==> config.mk <==
export PLATFORM = sky130hd
export DESIGN_NAME = display_pipe_allocator
export DESIGN_NICKNAME = d
export VERILOG_FILES = /design/src/hw/rtl/dpa_pkg.sv /design/src/hw/rtl/dpa_datapath.sv /design/src/hw/rtl/dpa_ctrl.sv /design/src/hw/rtl/display_pipe_allocator.sv
export VERILOG_INCLUDE_DIRS = /design/src /design/src/hw/rtl
export SDC_FILE = /design/constraint.sdc
export NUM_CORES = 1
export LEC_CHECK = 0
export BUFFER_PORTS_ARGS = -buffer_cell sky130_fd_sc_hd__buf_2
export CORE_MARGIN = 4
export CORE_UTILIZATION = 60
export CTS_BUF_LIST = sky130_fd_sc_hd__clkbuf_8 sky130_fd_sc_hd__clkbuf_16
export DETAILED_ROUTE_END_ITERATION = 16
export HOLD_SLACK_MARGIN = 0.06
export PLACE_DENSITY = 0.77
export SYNTH_ARGS = -nofsm -noshare
export SYNTH_HDL_FRONTEND = slang
export SYNTH_SLANG_ARGS = --single-unit
==> constraint.sdc <==
create_clock -name i_clk -period 7.55 [get_ports i_clk]
set_clock_uncertainty 0.2 [all_clocks]
set_input_delay 1.1325 -clock i_clk [delete_from_list [all_inputs] [get_ports i_clk]]
set_output_delay 1.1325 -clock i_clk [all_outputs]
set_load 0.01 [all_outputs]
==> src/hw/rtl/display_pipe_allocator_assert.svh <==
// Assertion macros used by the display pipe allocator controller.
`ifndef DISPLAY_PIPE_ALLOCATOR_ASSERT_SVH
`define DISPLAY_PIPE_ALLOCATOR_ASSERT_SVH

// Same-cycle implication, disabled while reset is low.
`define DPA_ASSERT_NOW(label, clk, rst_n, ante, cons) \
    label: assert property (@(posedge clk) disable iff (!rst_n) (ante) |-> (cons)) \
        else $error("dpa assertion failed");

// Next-cycle implication, disabled while reset is low.
`define DPA_ASSERT_NEXT(label, clk, rst_n, ante, cons) \
    label: assert property (@(posedge clk) disable iff (!rst_n) (ante) |=> (cons)) \
        else $error("dpa assertion failed");

`endif

==> src/hw/rtl/dpa_pkg.sv <==
// Package: types, codes and default sizes of the display pipe allocator.
`default_nettype none
package dpa_pkg;

    localparam int DPA_MAX_PIPES    = 16;
    localparam int DPA_NUM_DISPLAYS = 4;
    localparam int DPA_NUM_BLOCKS   = 32;
    localparam int OWNER_W          = 3;

    typedef enum logic [1:0] {
        ACT_CLEAR     = 2'd0,
        ACT_APPEND    = 2'd1,
        ACT_SEARCH    = 2'd2,
        ACT_END_ROUND = 2'd3
    } t_dpa_action;

    typedef enum logic [2:0] {
        ST_IDLE,
        ST_EXEC,
        ST_SCAN,
        ST_BACKUP,
        ST_DONE
    } t_dpa_state;

    typedef struct packed {
        t_dpa_action action;
        logic [31:0] pipe_number;
        logic [31:0] block_mask;
        logic        virt_pipe;
        logic        blocks_secure;
        logic        supports_yuv;
        logic [1:0]  display;
        logic        needs_vig;
        logic        secure_content;
        logic [4:0]  block_index;
    } t_dpa_in;

    typedef struct packed {
        logic [31:0] granted_pipe;
        logic        granted;
        logic        table_full;
    } t_dpa_out;

    typedef struct packed {
        logic load_item;
        logic exec;
        logic scan_step;
        logic grant_backup;
        logic load_out;
    } t_dpa_cmd;

    typedef struct packed {
        t_dpa_action action;
        logic        args_ok;
        logic        table_empty;
        logic        scan_last;
        logic        hit;
    } t_dpa_stat;

endpackage
`default_nettype wire

==> src/hw/rtl/dpa_datapath.sv <==
// Datapath: pipe table, scan index, backup tracking and result registers.
`default_nettype none
module dpa_datapath #(
    parameter int MAX_PIPES    = dpa_pkg::DPA_MAX_PIPES,
    parameter int NUM_DISPLAYS = dpa_pkg::DPA_NUM_DISPLAYS,
    parameter int NUM_BLOCKS   = dpa_pkg::DPA_NUM_BLOCKS
) (
    input  wire logic              i_clk,
    input  wire logic              i_rst_n,
    input  wire dpa_pkg::t_dpa_cmd i_cmd,
    output dpa_pkg::t_dpa_stat     o_stat,
    input  wire dpa_pkg::t_dpa_in  i_item,
    output dpa_pkg::t_dpa_out      o_out_item
);
    import dpa_pkg::*;

    localparam int IW = (MAX_PIPES > 1) ? $clog2(MAX_PIPES) : 1;
    localparam int CW = $clog2(MAX_PIPES + 1);
    localparam logic [OWNER_W-1:0] UNOWNED    = OWNER_W'(NUM_DISPLAYS);
    localparam logic [CW-1:0]      FULL_COUNT = CW'(MAX_PIPES);
    localparam logic [5:0]         BLK_LIMIT  = 6'(NUM_BLOCKS);

    logic [31:0]        r_pipe  [MAX_PIPES];
    logic [31:0]        r_mask  [MAX_PIPES];
    logic [2:0]         r_flags [MAX_PIPES];
    logic [OWNER_W-1:0] r_cur   [MAX_PIPES];
    logic [OWNER_W-1:0] r_prev  [MAX_PIPES];

    logic [CW-1:0] r_count;
    t_dpa_in       r_item;
    logic [IW-1:0] r_idx;
    logic          r_bk_have;
    logic [IW-1:0] r_bk_idx;
    logic [31:0]   r_bk_pipe;
    logic [31:0]   r_res_pipe;
    logic          r_res_granted;
    logic          r_res_full;
    t_dpa_out      r_out;

    logic [31:0]        w_e_pipe;
    logic [31:0]        w_e_mask;
    logic [2:0]         w_e_flags;
    logic [OWNER_W-1:0] w_e_cur;
    logic [OWNER_W-1:0] w_e_prev;
    logic [OWNER_W-1:0] w_disp;
    logic               w_disp_ok;
    logic               w_blk_ok;
    logic               w_elig;
    logic               w_hit;
    logic               w_backup;
    logic               w_round_sel;
    logic               w_full;
    logic [IW-1:0]      w_wr_idx;

    assign w_e_pipe  = r_pipe[r_idx];
    assign w_e_mask  = r_mask[r_idx];
    assign w_e_flags = r_flags[r_idx];
    assign w_e_cur   = r_cur[r_idx];
    assign w_e_prev  = r_prev[r_idx];

    assign w_disp    = OWNER_W'(r_item.display);
    assign w_disp_ok = w_disp < UNOWNED;
    assign w_blk_ok  = {1'b0, r_item.block_index} < BLK_LIMIT;
    assign w_full    = r_count == FULL_COUNT;
    assign w_wr_idx  = r_count[IW-1:0];

    // flags: bit 0 virtual, bit 1 blocks secure, bit 2 YUV
    assign w_elig = w_e_mask[r_item.block_index] && !w_e_flags[0]
                 && !(w_e_flags[1] && r_item.secure_content)
                 && (w_e_cur == UNOWNED)
                 && ((w_e_prev == UNOWNED) || (w_e_prev == w_disp));
    assign w_hit       = w_elig && (r_item.needs_vig == w_e_flags[2]);
    assign w_backup    = w_elig && !r_item.needs_vig && w_e_flags[2];
    assign w_round_sel = (w_e_prev == w_disp) || (w_e_prev == UNOWNED);

    always_comb begin
        o_stat.action      = r_item.action;
        o_stat.args_ok     = w_disp_ok && ((r_item.action != ACT_SEARCH) || w_blk_ok);
        o_stat.table_empty = r_count == '0;
        o_stat.scan_last   = (CW'(r_idx) + CW'(1)) == r_count;
        o_stat.hit         = w_hit;
    end

    always_ff @(posedge i_clk) begin
        if (!i_rst_n) begin
            r_count <= '0;
        end else if (i_cmd.exec) begin
            case (r_item.action)
                ACT_CLEAR: r_count <= '0;
                ACT_APPEND: begin
                    if (!w_full) begin
                        r_count <= r_count + CW'(1);
                    end
                end
                default: r_count <= r_count;
            endcase
        end
    end

    always_ff @(posedge i_clk) begin
        if (i_cmd.load_item) begin
            r_item        <= i_item;
            r_res_pipe    <= '0;
            r_res_granted <= 1'b0;
            r_res_full    <= 1'b0;
        end
        if (i_cmd.exec) begin
            case (r_item.action)
                ACT_APPEND: begin
                    if (w_full) begin
                        r_res_full <= 1'b1;
                    end else begin
                        r_pipe[w_wr_idx]  <= r_item.pipe_number;
                        r_mask[w_wr_idx]  <= r_item.block_mask;
                        r_flags[w_wr_idx] <= {r_item.supports_yuv, r_item.blocks_secure,
                                              r_item.virt_pipe};
                        r_cur[w_wr_idx]   <= UNOWNED;
                        r_prev[w_wr_idx]  <= UNOWNED;
                    end
                end
                ACT_SEARCH, ACT_END_ROUND: begin
                    r_idx     <= '0;
                    r_bk_have <= 1'b0;
                end
                default: r_idx <= r_idx;
            endcase
        end
        if (i_cmd.scan_step) begin
            if (r_item.action == ACT_SEARCH) begin
                if (w_hit) begin
                    r_cur[r_idx]  <= w_disp;
                    r_res_pipe    <= w_e_pipe;
                    r_res_granted <= 1'b1;
                end else if (w_backup) begin
                    r_bk_have <= 1'b1;
                    r_bk_idx  <= r_idx;
                    r_bk_pipe <= w_e_pipe;
                end
            end else if (w_round_sel) begin
                r_prev[r_idx] <= w_e_cur;
                r_cur[r_idx]  <= UNOWNED;
            end
            r_idx <= r_idx + IW'(1);
        end
        if (i_cmd.grant_backup && r_bk_have) begin
            r_cur[r_bk_idx] <= w_disp;
            r_res_pipe      <= r_bk_pipe;
            r_res_granted   <= 1'b1;
        end
        if (i_cmd.load_out) begin
            r_out.granted_pipe <= r_res_pipe;
            r_out.granted      <= r_res_granted;
            r_out.table_full   <= r_res_full;
        end
    end

    assign o_out_item = r_out;

endmodule
`default_nettype wire

==> src/hw/rtl/dpa_ctrl.sv <==
// Controller: sequences each item through execute, table scan and result hand-off.
`default_nettype none
module dpa_ctrl (
    input  wire logic               i_clk,
    input  wire logic               i_rst_n,
    input  wire logic               i_in_valid,
    output logic                    o_in_stall,
    output logic                    o_out_valid,
    input  wire logic               i_out_stall,
    input  wire dpa_pkg::t_dpa_stat i_stat,
    output dpa_pkg::t_dpa_cmd       o_cmd
);
    import dpa_pkg::*;

    `include "display_pipe_allocator_assert.svh"

    t_dpa_state r_state;
    t_dpa_state n_state;
    logic       r_out_valid;
    logic       n_out_valid;
    logic       w_slot_free;
    logic       w_scan_op;

    assign w_slot_free = !r_out_valid || !i_out_stall;
    assign w_scan_op   = (i_stat.action == ACT_SEARCH) || (i_stat.action == ACT_END_ROUND);

    always_ff @(posedge i_clk) begin
        if (!i_rst_n) begin
            r_state     <= ST_IDLE;
            r_out_valid <= 1'b0;
        end else begin
            r_state     <= n_state;
            r_out_valid <= n_out_valid;
        end
    end

    always_comb begin
        n_state = r_state;
        o_cmd   = '0;
        case (r_state)
            ST_IDLE: begin
                if (i_in_valid) begin
                    o_cmd.load_item = 1'b1;
                    n_state         = ST_EXEC;
                end
            end
            ST_EXEC: begin
                o_cmd.exec = 1'b1;
                if (w_scan_op && i_stat.args_ok && !i_stat.table_empty) begin
                    n_state = ST_SCAN;
                end else begin
                    n_state = ST_DONE;
                end
            end
            ST_SCAN: begin
                o_cmd.scan_step = 1'b1;
                if ((i_stat.action == ACT_SEARCH) && i_stat.hit) begin
                    n_state = ST_DONE;
                end else if (i_stat.scan_last) begin
                    n_state = (i_stat.action == ACT_SEARCH) ? ST_BACKUP : ST_DONE;
                end
            end
            ST_BACKUP: begin
                o_cmd.grant_backup = 1'b1;
                n_state            = ST_DONE;
            end
            ST_DONE: begin
                if (w_slot_free) begin
                    o_cmd.load_out = 1'b1;
                    n_state        = ST_IDLE;
                end
            end
            default: n_state = ST_IDLE;
        endcase
    end

    always_comb begin
        if (o_cmd.load_out) begin
            n_out_valid = 1'b1;
        end else if (r_out_valid && !i_out_stall) begin
            n_out_valid = 1'b0;
        end else begin
            n_out_valid = r_out_valid;
        end
    end

    assign o_in_stall  = r_state != ST_IDLE;
    assign o_out_valid = r_out_valid;

    `DPA_ASSERT_NEXT(a_accept_to_exec, i_clk, i_rst_n, i_in_valid && !o_in_stall,
        r_state == ST_EXEC)
    `DPA_ASSERT_NOW(a_load_out_free, i_clk, i_rst_n, o_cmd.load_out,
        !r_out_valid || !i_out_stall)
    `DPA_ASSERT_NOW(a_scan_nonempty, i_clk, i_rst_n, r_state == ST_SCAN,
        !i_stat.table_empty && w_scan_op)
    `DPA_ASSERT_NEXT(a_done_after_hit, i_clk, i_rst_n,
        r_state == ST_SCAN && i_stat.action == ACT_SEARCH && i_stat.hit,
        r_state == ST_DONE)

endmodule
`default_nettype wire

==> src/hw/rtl/display_pipe_allocator.sv <==
// Top level of the display pipe allocator: controller plus table datapath.
//
// Input channel i_in_valid / o_in_stall carries one item (clear, append, search
// or end of round) in i_in_item. Output channel o_out_valid / i_out_stall gives
// exactly one result item per input item in o_out_item, in order.
// One item is worked on at a time. Clear and append pass from accept through
// the execute and done states to the result; search and end of round walk
// the table one entry per cycle between those states (a search stops at its
// first direct match; a search with no direct match then passes through a
// fallback grant state). The scan of the entry table uses a single read port.
// The next item is accepted as soon as the previous one has been moved into
// the output register, even while that result is still waiting.
// A stalled receiver holds the result in the output register; the block then
// finishes at most one more item and waits with o_in_stall high.
// Reset clears the entry count and all control state; the table itself is
// not cleared and entries are only read once appended.
`default_nettype none
module display_pipe_allocator #(
    parameter int MAX_PIPES    = dpa_pkg::DPA_MAX_PIPES,
    parameter int NUM_DISPLAYS = dpa_pkg::DPA_NUM_DISPLAYS,
    parameter int NUM_BLOCKS   = dpa_pkg::DPA_NUM_BLOCKS
) (
    input  wire logic             i_clk,
    input  wire logic             i_rst_n,
    input  wire logic             i_in_valid,
    output logic                  o_in_stall,
    input  wire dpa_pkg::t_dpa_in i_in_item,
    output logic                  o_out_valid,
    input  wire logic             i_out_stall,
    output dpa_pkg::t_dpa_out     o_out_item
);
    import dpa_pkg::*;

    t_dpa_cmd  w_cmd;
    t_dpa_stat w_stat;

    dpa_ctrl u_ctrl (
        .i_clk       (i_clk),
        .i_rst_n     (i_rst_n),
        .i_in_valid  (i_in_valid),
        .o_in_stall  (o_in_stall),
        .o_out_valid (o_out_valid),
        .i_out_stall (i_out_stall),
        .i_stat      (w_stat),
        .o_cmd       (w_cmd)
    );

    dpa_datapath #(
        .MAX_PIPES    (MAX_PIPES),
        .NUM_DISPLAYS (NUM_DISPLAYS),
        .NUM_BLOCKS   (NUM_BLOCKS)
    ) u_datapath (
        .i_clk      (i_clk),
        .i_rst_n    (i_rst_n),
        .i_cmd      (w_cmd),
        .o_stat     (w_stat),
        .i_item     (i_in_item),
        .o_out_item (o_out_item)
    );

endmodule
`default_nettype wire
## After elaboration in Yosys (flattened, before gate mapping)

Memories as Yosys holds them, arrays and structs flattened. A register that Yosys moved wholly into a read port is not among the register bits.
Index checks and enable logic that the tools add are counted.
W data, S select, Z words.

| cells by class | value |
|---|---|
| divide/modulo/power cells | 0 |
| magnitude comparators | 2 |
| mux-type cells | 71 |
| multipliers | 0 |
| shifts and indexed selects | 0 |
| bitwise operators | 2 |
| reduce and logical (&&, ||, !) cells | 38 |
| eq/ne operators | 17 |
| add/subtract/negate cells | 3 |

Operators with widths:

| kind | number |
|---|---|
| $mux W32 | 5 |
| $mux W4 | 11 |
| $mux W1 | 41 |
| $mux W3 | 10 |
| $pmux W3 S5 | 1 |
| $logic_and A1 B1 Y1 | 13 |
| $pmux W5 S2 | 1 |
| $eq A3 B3 Y1 const B | 3 |
| $reduce_or A3 Y1 | 3 |
| $reduce_bool A2 Y1 | 4 |
| $eq A3 B2 Y1 const B | 2 |
| $logic_not A1 Y1 | 6 |
| $lt A5 B6 Y1 const B | 1 |
| $reduce_and A3 Y1 | 2 |
| $add A4 B1 Y5 const B | 1 |
| $add A5 B1 Y5 const B | 1 |
| $bmux W1 S5 | 1 |
| $eq A5 B5 Y1 | 1 |
| $eq A5 B5 Y1 const B | 1 |
| $logic_not A5 Y1 | 1 |
| $mux W5 | 1 |
| $add A4 B1 Y4 const B | 1 |
| $eq A2 B2 Y1 const B | 2 |
| $ne A2 B2 Y1 const B | 2 |
| other kinds (16) | 18 |

| storage, ports and cells | value |
|---|---|
| bits in registers | 196 |
| input port bits | 82 |
| memory bits (writable) | 1168 |
| memories kept | 5 |
| logic and storage cells | 161 |
| latch bits | 0 |
| ROM bits | 0 |
| output and inout bits | 36 |

Memory list:

| name | words | bits a word | rd ports | clocked after Yosys merged registers in | wr ports | RTL line | source |
|---|---|---|---|---|---|---|---|
| u_datapath.r_mask | 16 | 32 | 1 | 1 | 1 | dpa_datapath.sv:24 | `logic [31:0] r_mask [MAX_PIPES];` |
| u_datapath.r_pipe | 16 | 32 | 1 | 1 | 1 | dpa_datapath.sv:23 | `logic [31:0] r_pipe [MAX_PIPES];` |
| u_datapath.r_cur | 16 | 3 | 1 | 1 | 1 | dpa_datapath.sv:26 | `logic [OWNER_W-1:0] r_cur [MAX_PIPES];` |
| u_datapath.r_flags | 16 | 3 | 1 | 1 | 1 | dpa_datapath.sv:25 | `logic [2:0] r_flags [MAX_PIPES];` |
| u_datapath.r_prev | 16 | 3 | 1 | 1 | 1 | dpa_datapath.sv:27 | `logic [OWNER_W-1:0] r_prev [MAX_PIPES];` |

## Longest topological paths before layout

Gate-level depths: netlist (run 1).

| logic depth | value |
|---|---|
| depth in word-level cells | 15 |
| depth in mapped cells | 16 |
| depth with buffers taken out | 10 |

## Hierarchy

Synthesis (run 1) repeated with hierarchy kept, for this count alone.

| second synthesis, totals | value |
|---|---|
| cells, all modules | 2597 |
| area total of the unflattened synthesis | 53159.7 µm² |

By module, submodules not included:

| module | area each (µm²) | seq. area each (µm²) | cells an instance | times used |
|---|---|---|---|---|
| dpa_datapath | 52874.5 | 40358.7 | 2562 | 1 |
| dpa_ctrl | 285.3 | 80.1 | 35 | 1 |

## Least setup slack after synthesis (run 1)

Ideal clock, no wire load.

| timing path | value |
|---|---|
| kind | flip-flop to flip-flop |
| start point | register (tool-made name) |
| end point | register u_datapath.r_bk_idx[0], enable pin |
| setup slack | 1.807 ns |
| clock period less this slack | 5.743 ns |
| arrival | 5.066 ns |
| stages on the path, launching flop included | 11 |
| library setup time | 0.477 ns |
| data required time | 6.873 ns |
| buffers on the path | 3 |
| cells stage by stage | dfxtp_1 -> buf_6 -> buf_6 -> buf_6 -> mux4_2 -> mux4_2 -> a221o_1 -> nor3b_2 -> nor2b_1 -> nand2_1 -> nor3_1 |

RTL lines:

| what | RTL line | source |
|---|---|---|
| end signal: assignment | dpa_datapath.sv:136 | `r_bk_idx <= r_idx;` |
| end: declaration | dpa_datapath.sv:33 | `logic [IW-1:0] r_bk_idx;` |

==> impl_metrics.py, run 1 <==
metrics = {
    "cts": {
        "cts_tree": "yes",
        "post_cts.repair.setup_buffers": 0,
        "clk_latency_ns": 0.74,
        "cts-hold-fix-buffers": 0,
        "clock_path_buffers": 3,
        "htreeDepth": 4,
        "cts_resized": 0,
        "root_buffer": "clkbuf_16",
        "numCtsBuffers": 137,
        "clock-sinks": 1368,
        "clk_pin_slew_worst_paths_ns": 0.06,
    },
    "setup_path": {
        "crit_path_start_kind": "register",
        "path_class": "reg -> reg",
        "cp-end-kind": "register",
        "cp_slowest_cell": "dfxtp_4",
        "cp_num_buf_inv": 1,
        "crit_fanout": 40,
        "cp_data_arrival_time_ns": 6.18,
        "max_stage_delay_ns": 0.86,
        "cp_top_family": "simple AND/OR/NAND/NOR gates",
        "cp_common_cell": "mux4_2",
        "crit_chain": "buf_4, mux4_2, mux4_2, xnor2_1, nand2_1, nor2_1, nand4b_1, a21boi_1, o21ai_1, nor4_1",
        "required_ns": 7.71,
    },
    "routing": {
        "routed_wl_mm": 117.2,
        "vias": 25640,
        "drc_errors": 0,
        "top_layer": "met4",
        "wl_met2_mm": 58.95,
        "avgRoutedWirePerCell_um": 30.03,
        "wl_met1_mm": 44.00,
        "met3WireLength_mm": 10.79,
        "viasPerCell": 6.573,
        "antenna_left": 0,
        "first_pass_iters": 7,
        "drt_iter0_drc": 3331,
    },
    "flow_run": {
        "maxCapViolations": 0,
    },
    "floorplanning": {
        "start_util": 0.6038,
        "io_pins": 118,
        "die_h_um": 303.2,
        "die_area_um2": 91950,
        "design.core.area_um2": 86620,
        "num_rows": 108,
        "die_x_um": 303.2,
    },
    "placement": {
        "placed_area_um2": 54140,
        "pre_cts_slack_ns": 1.520,
        "dp_hpwl_mm": 61.14,
        "io_buffers": 117,
        "place_congestion": 0.8464,
    },
    "sta": {
        "fin_crit_ns": 6.016,
        "rsz0062_at_grt": "no",
        "worst_slack_ns": 1.534,
        "drv_slew": 0,
        "finalSetupTns_ns": 0,
        "fin_crit_sh": 0.7969,
        "max_slew_margin": 0.2439,
        "hold_viol_final": 0,
        "worst_pin_slew_ns": 1.134,
        "finalSetupViolations": 0,
        "fmax_mhz": 166.2,
    },
    "synthesis": {
        "syn_inst": 2453,
        "synth.avg_cell_area_um2": 21.32,
        "synthTopCellsByCount": "edfxtp_1, mux4_2, mux2i_1",
        "ys_warn_count": 0,
        "synth_seq_cells": 1368,
        "yosys_most_used_dff": "edfxtp_1",
        "synth_top_cell_area_share": 0.7579,
        "yosysTopAreaCell": "edfxtp_1",
        "synth.most_common_cell": "edfxtp_1",
        "synth_edf_count": 1320,
        "post_synth_main_area_contributors": "edfxtp_1, mux4_2, mux2i_1",
        "async_flop_share": 0,
        "ys_seq_area_frac": 0.7763,
        "syn_area_um2": 52300,
        "synth_cell_types": 75,
        "syn_nets": 2540,
    },
    "global_route": {
        "track_usage": 0.2606,
        "antenna_found_initial": 2,
        "grt_pass1_wl_mm": 173.7,
        "grt_max_degree": 66,
        "grt_overflow": 0,
        "grt_pass1_vias": 26348,
    },
    "finish": {
        "final_nets": 2720,
        "layout-drive-gt1-share": 0.2565,
        "areaGrowthSynthToFinish_pct": 12.09,
        "finalInstanceArea_um2": 58620,
        "utilization": 0.6768,
    },
    "outcome": {
        "status": "finished, final reports clean",
    },
    "power": {
        "power_mw": 15.89,
        "ir_worst_vdd_uv": 251.6,
        "p_leak_nw": 18.87,
        "power.density_nw_per_um2": 271.0,
    },
    "worst_hold_path": {
        "min_path_type": "reg -> reg",
    },
}
per-stage QoR:
stage	hold WS, ns	instances
after floorplan	0.2082	2453
after global placement	0.2161	3649
after detailed placement	0.2221	3649
after CTS	0.2365	3900
after global routing	0.2458	3901
final	0.2340	3901
metal layers:
metal  GRT usage  vias to the layer above
li1            -                    10562
met1      0.3648                    13335
met2      0.4221                     1502
met3     0.05072                      241
met4     0.08754                        0
met5           0                        -
power breakdown:
part	internal [mW]	switching, mW	leakage [nW]
registers	8.43	0.161	12.3
logic	0.277	0.325	4.24
clock network	3.92	2.77	2.35
kinds of logic (layout without fill, tap and decap cells):
| family | after synthesis | count (layout) | share of synthesized area |
|---|---|---|---|
| mux | 417 | 417 | 0.1487 |
| simple gates | 352 | 352 | 0.03483 |
| other cells | 0 | 1 | 0 |
| xor+xnor | 10 | 10 | 0.001675 |
| fa+ha+maj | 5 | 5 | 0.001196 |
| compound gates | 163 | 163 | 0.02337 |
| flops | 1368 | 1368 | 0.7763 |
| buf+inv | 138 | 430 | 0.01400 |
final cells by class:
class                   instances  area (µm²)
inverters                      12       46.29
fillers                      5089       27990
multi-input cells             947       11050
flip-flops and latches       1368       40610
repair buffers                167       985.9
well taps                    1155        1445
clock buffers                 148        3647
diodes                          1       2.502
clock inverters               103       838.3
sequential cells by signal, indices dropped and copies added, names as in the netlist, 3 cells and up, named ones only:
name                   count
u_datapath.r_prev         48
u_datapath.r_count         5
u_datapath.r_flags        48
u_datapath.r_pipe        512
u_datapath.r_bk_pipe      32
u_datapath.r_cur          48
u_datapath.r_mask        512
u_datapath.r_bk_idx        4
u_datapath.r_res_pipe     32
u_ctrl.r_state             3
u_datapath.o_out_item     34
u_datapath.r_item         76
u_datapath.r_idx           4
placed cells by master, fill, tap and decap left out, types with 7 or more instances in the layout:
master and count:
buf_2 117, nor3_1 12, o21ai_0 12, nor4_1 18
buf_4 48, bufinv_16 13, or3_1 7, nand2b_1 9
nand2_1 94, mux2_2 12, clkbuf_16 143, and2_4 12
mux2i_1 119, clkinv_1 20, xnor2_1 7, a31oi_1 39
inv_1 45, nor2_1 78, and2_1 7, nand3_1 18
dfxtp_1 44, clkinv_2 26, nand3b_1 37, a21oi_1 13
nand4_1 9, nor2b_1 18, mux4_2 284, edfxtp_1 1320
a22oi_1 29
path summary, 6_finish.rpt:
check	start	end	slack [ns]	depth (start not counted)
setup / recovery	register	u_datapath.r_cur[13][2]	1.53	10
hold / removal	u_datapath.r_res_full	u_datapath.o_out_item[0]	0.23	0
setup reg to reg	register	u_datapath.r_cur[13][2]	1.53	10
hold reg to reg	u_datapath.r_res_full	u_datapath.o_out_item[0]	0.23	0
Power figures use the tool's default switching activity.
==> run 2: changes to the inputs <==
CORE_UTILIZATION = 56   (was 60)
PLACE_DENSITY = 0.75   (was 0.77)
clock period = 5.5 ns   (was 7.55 ns; I/O delays follow)
==> run 2 against run 1 <==
Net effect: die area grew 6.9%; flip-flop and latch count unchanged; combinational power up 48%; global-route usage shrank 1.8 points; clock power increased by 36%; largest power group unchanged; highest routed layer unchanged.
==> impl_metrics.py, run 2 (synthesized netlist as in run 1, its figures left out) <==
metrics = {
    "setup_path": {
        "cp-end-kind": "register",
        "worst_r2r_path_depth": 10,
        "regToRegSetupSlack_ns": 0.39,
        "cp_top_family": "compound AO/OA/AOI/OAI gates",
        "required_ns": 5.67,
        "cp_slowest_cell": "o41ai_1",
        "crit_path_start_kind": "register",
        "cp_data_arrival_time_ns": 5.27,
        "cp_num_buf_inv": 0,
        "regToRegEndpoint": "u_datapath.r_cur[10][1]",
        "crit_fanout": 26,
        "max_stage_delay_ns": 0.78,
        "path_class": "reg -> reg",
        "crit_chain": "and2_1, a22o_1, a221o_1, o21ai_0, o41ai_1, o311ai_2, and4b_2, o41ai_4, o21ai_2, nor4_1",
        "crit_cells": 10,
        "crit_end": "u_datapath.r_cur[10][1]",
    },
    "outcome": {
        "status": "finished, final reports clean",
    },
    "global_route": {
        "grt_pass1_vias": 27026,
        "track_usage": 0.2422,
        "grt_max_degree": 114,
        "grt_pass1_wl_mm": 175.9,
        "antenna_found_initial": 0,
        "grt_overflow": 0,
    },
    "cts": {
        "clock_path_buffers": 3,
        "clk_pin_slew_worst_paths_ns": 0.07,
        "htreeDepth": 4,
        "clock-sinks": 1368,
        "numCtsBuffers": 138,
        "root_buffer": "clkbuf_16",
        "clk_latency_ns": 0.74,
        "cts_tree": "yes",
    },
    "sta": {
        "fmax_mhz": 195.8,
        "holdWs_ns": 0.09688,
        "worst_slack_ns": 0.3922,
        "max_slew_margin": 0.2450,
        "drv_slew": 0,
        "finalSetupViolations": 0,
        "finalSetupTns_ns": 0,
        "fin_crit_ns": 5.108,
        "rsz0062_at_grt": "no",
        "hold_viol_final": 0,
        "worst_pin_slew_ns": 1.132,
        "fin_crit_sh": 0.9287,
    },
    "routing": {
        "drc_errors": 0,
        "vias": 25997,
        "routed_wl_mm": 118.1,
        "first_pass_iters": 7,
        "antenna_left": 0,
        "viasPerCell": 6.389,
        "drt_iter0_drc": 3432,
        "avgRoutedWirePerCell_um": 29.03,
    },
    "floorplanning": {
        "io_pins": 118,
        "start_util": 0.5671,
        "die_area_um2": 98350,
        "num_rows": 111,
        "design.core.area_um2": 92220,
        "die_x_um": 313.6,
        "die_h_um": 313.6,
    },
    "finish": {
        "final_common_cell": "edfxtp_1",
        "finalInstanceArea_um2": 59570,
        "most-common-layout-cells": "edfxtp_1, mux4_2, clkbuf_16, mux2i_1, buf_2",
        "layout-drive-gt1-share": 0.2580,
        "diodes": 0,
        "reg_top3": "u_datapath.r_mask (512), u_datapath.r_pipe (512), u_datapath.r_item (76)",
        "areaGrowthSynthToFinish_pct": 13.91,
        "final_nets": 2807,
    },
    "placement": {
        "io_buffers": 117,
        "pre_cts_slack_ns": 0.2690,
        "placed_area_um2": 54570,
        "place_congestion": 0.8522,
        "dp_hpwl_mm": 63.25,
    },
    "power": {
        "p_leak_nw": 19.29,
        "power.density_nw_per_um2": 365.9,
        "ir_worst_vdd_uv": 291.1,
    },
    "flow_run": {
        "maxCapViolations": 0,
    },
    "worst_hold_path": {
        "min_path_type": "in -> reg",
    },
}
## run 2: cell count changes in the layout (fill, tap and decap cells not counted), moves of 7 or more
cell           before  now
clkinv_2           26   19
buf_4              48   71
inv_1              45   57
buf_12              2   11
clkinv_1           20   11
dlygate4sd3_1       0   53
## run 2: timing repair
| item | 4_1_cts | 5_1_grt |
|---|---|---|
| buffers inserted | 0 | 2 |
| endpoints found under the setup margin | 0 | 37 |
| hold endpoints to repair | 53 | 0 |
| resized for setup | 0 | 1 |
| hold buffers | 53 | 0 |
## run 2: layer usage
layer / share of wire / GRT usage / routed length (µm) / vias up
li1: - / - / - / 10728
met1: 0.39 / 0.3360 / 45500 / 13546
met3: 0.085 / 0.04456 / 10070 / 245
met2: 0.50 / 0.4000 / 59230 / 1478
met5: 0 / 0 / 0 / -
met4: 0.028 / 0.07235 / 3333 / 0
## run 2: stage by stage
step                power [mW]  cells    util
floorplan                12.52   2453       -
global placement         12.81   3768  0.5918
detailed placement       12.86   3768  0.5918
CTS                      21.89   4067  0.6455
global route             22.44   4069  0.6460
finish                   21.80   4069  0.6460
## run 2: layout make-up
cell class | count | area [µm²]
clock inverter | 99 | 783.3
clock buffer | 147 | 3645
tap | 1243 | 1555
timing repair buffer | 253 | 1881
multi-input combinational | 947 | 11050
sequential | 1368 | 40610
fill | 5889 | 32640
inverter | 12 | 46.29
## run 2: worst min path at each step
stage | from | endpoint | slack (ns) | cells past startpoint
2_1_floorplan | u_datapath.r_res_full | u_datapath.o_out_item[0] | 0.21 | 0
3_3_place_gp | u_datapath.r_res_pipe[26] | u_datapath.o_out_item[28] | 0.21 | 0
3_5_place_dp | u_datapath.r_res_pipe[3] | u_datapath.o_out_item[5] | 0.22 | 0
4_1_cts | i_in_item[6] | u_datapath.r_item[6] | 0.06 | 1
5_1_grt | i_in_item[63] | u_datapath.r_item[63] | 0.06 | 1
6_report | i_in_item[6] | u_datapath.r_item[6] | 0.1 | 1
## run 2: where the power goes
group	switching [mW]	internal, mW
Clock	3.79	5.33
Sequential	0.217	11.6
Combinational	0.467	0.421
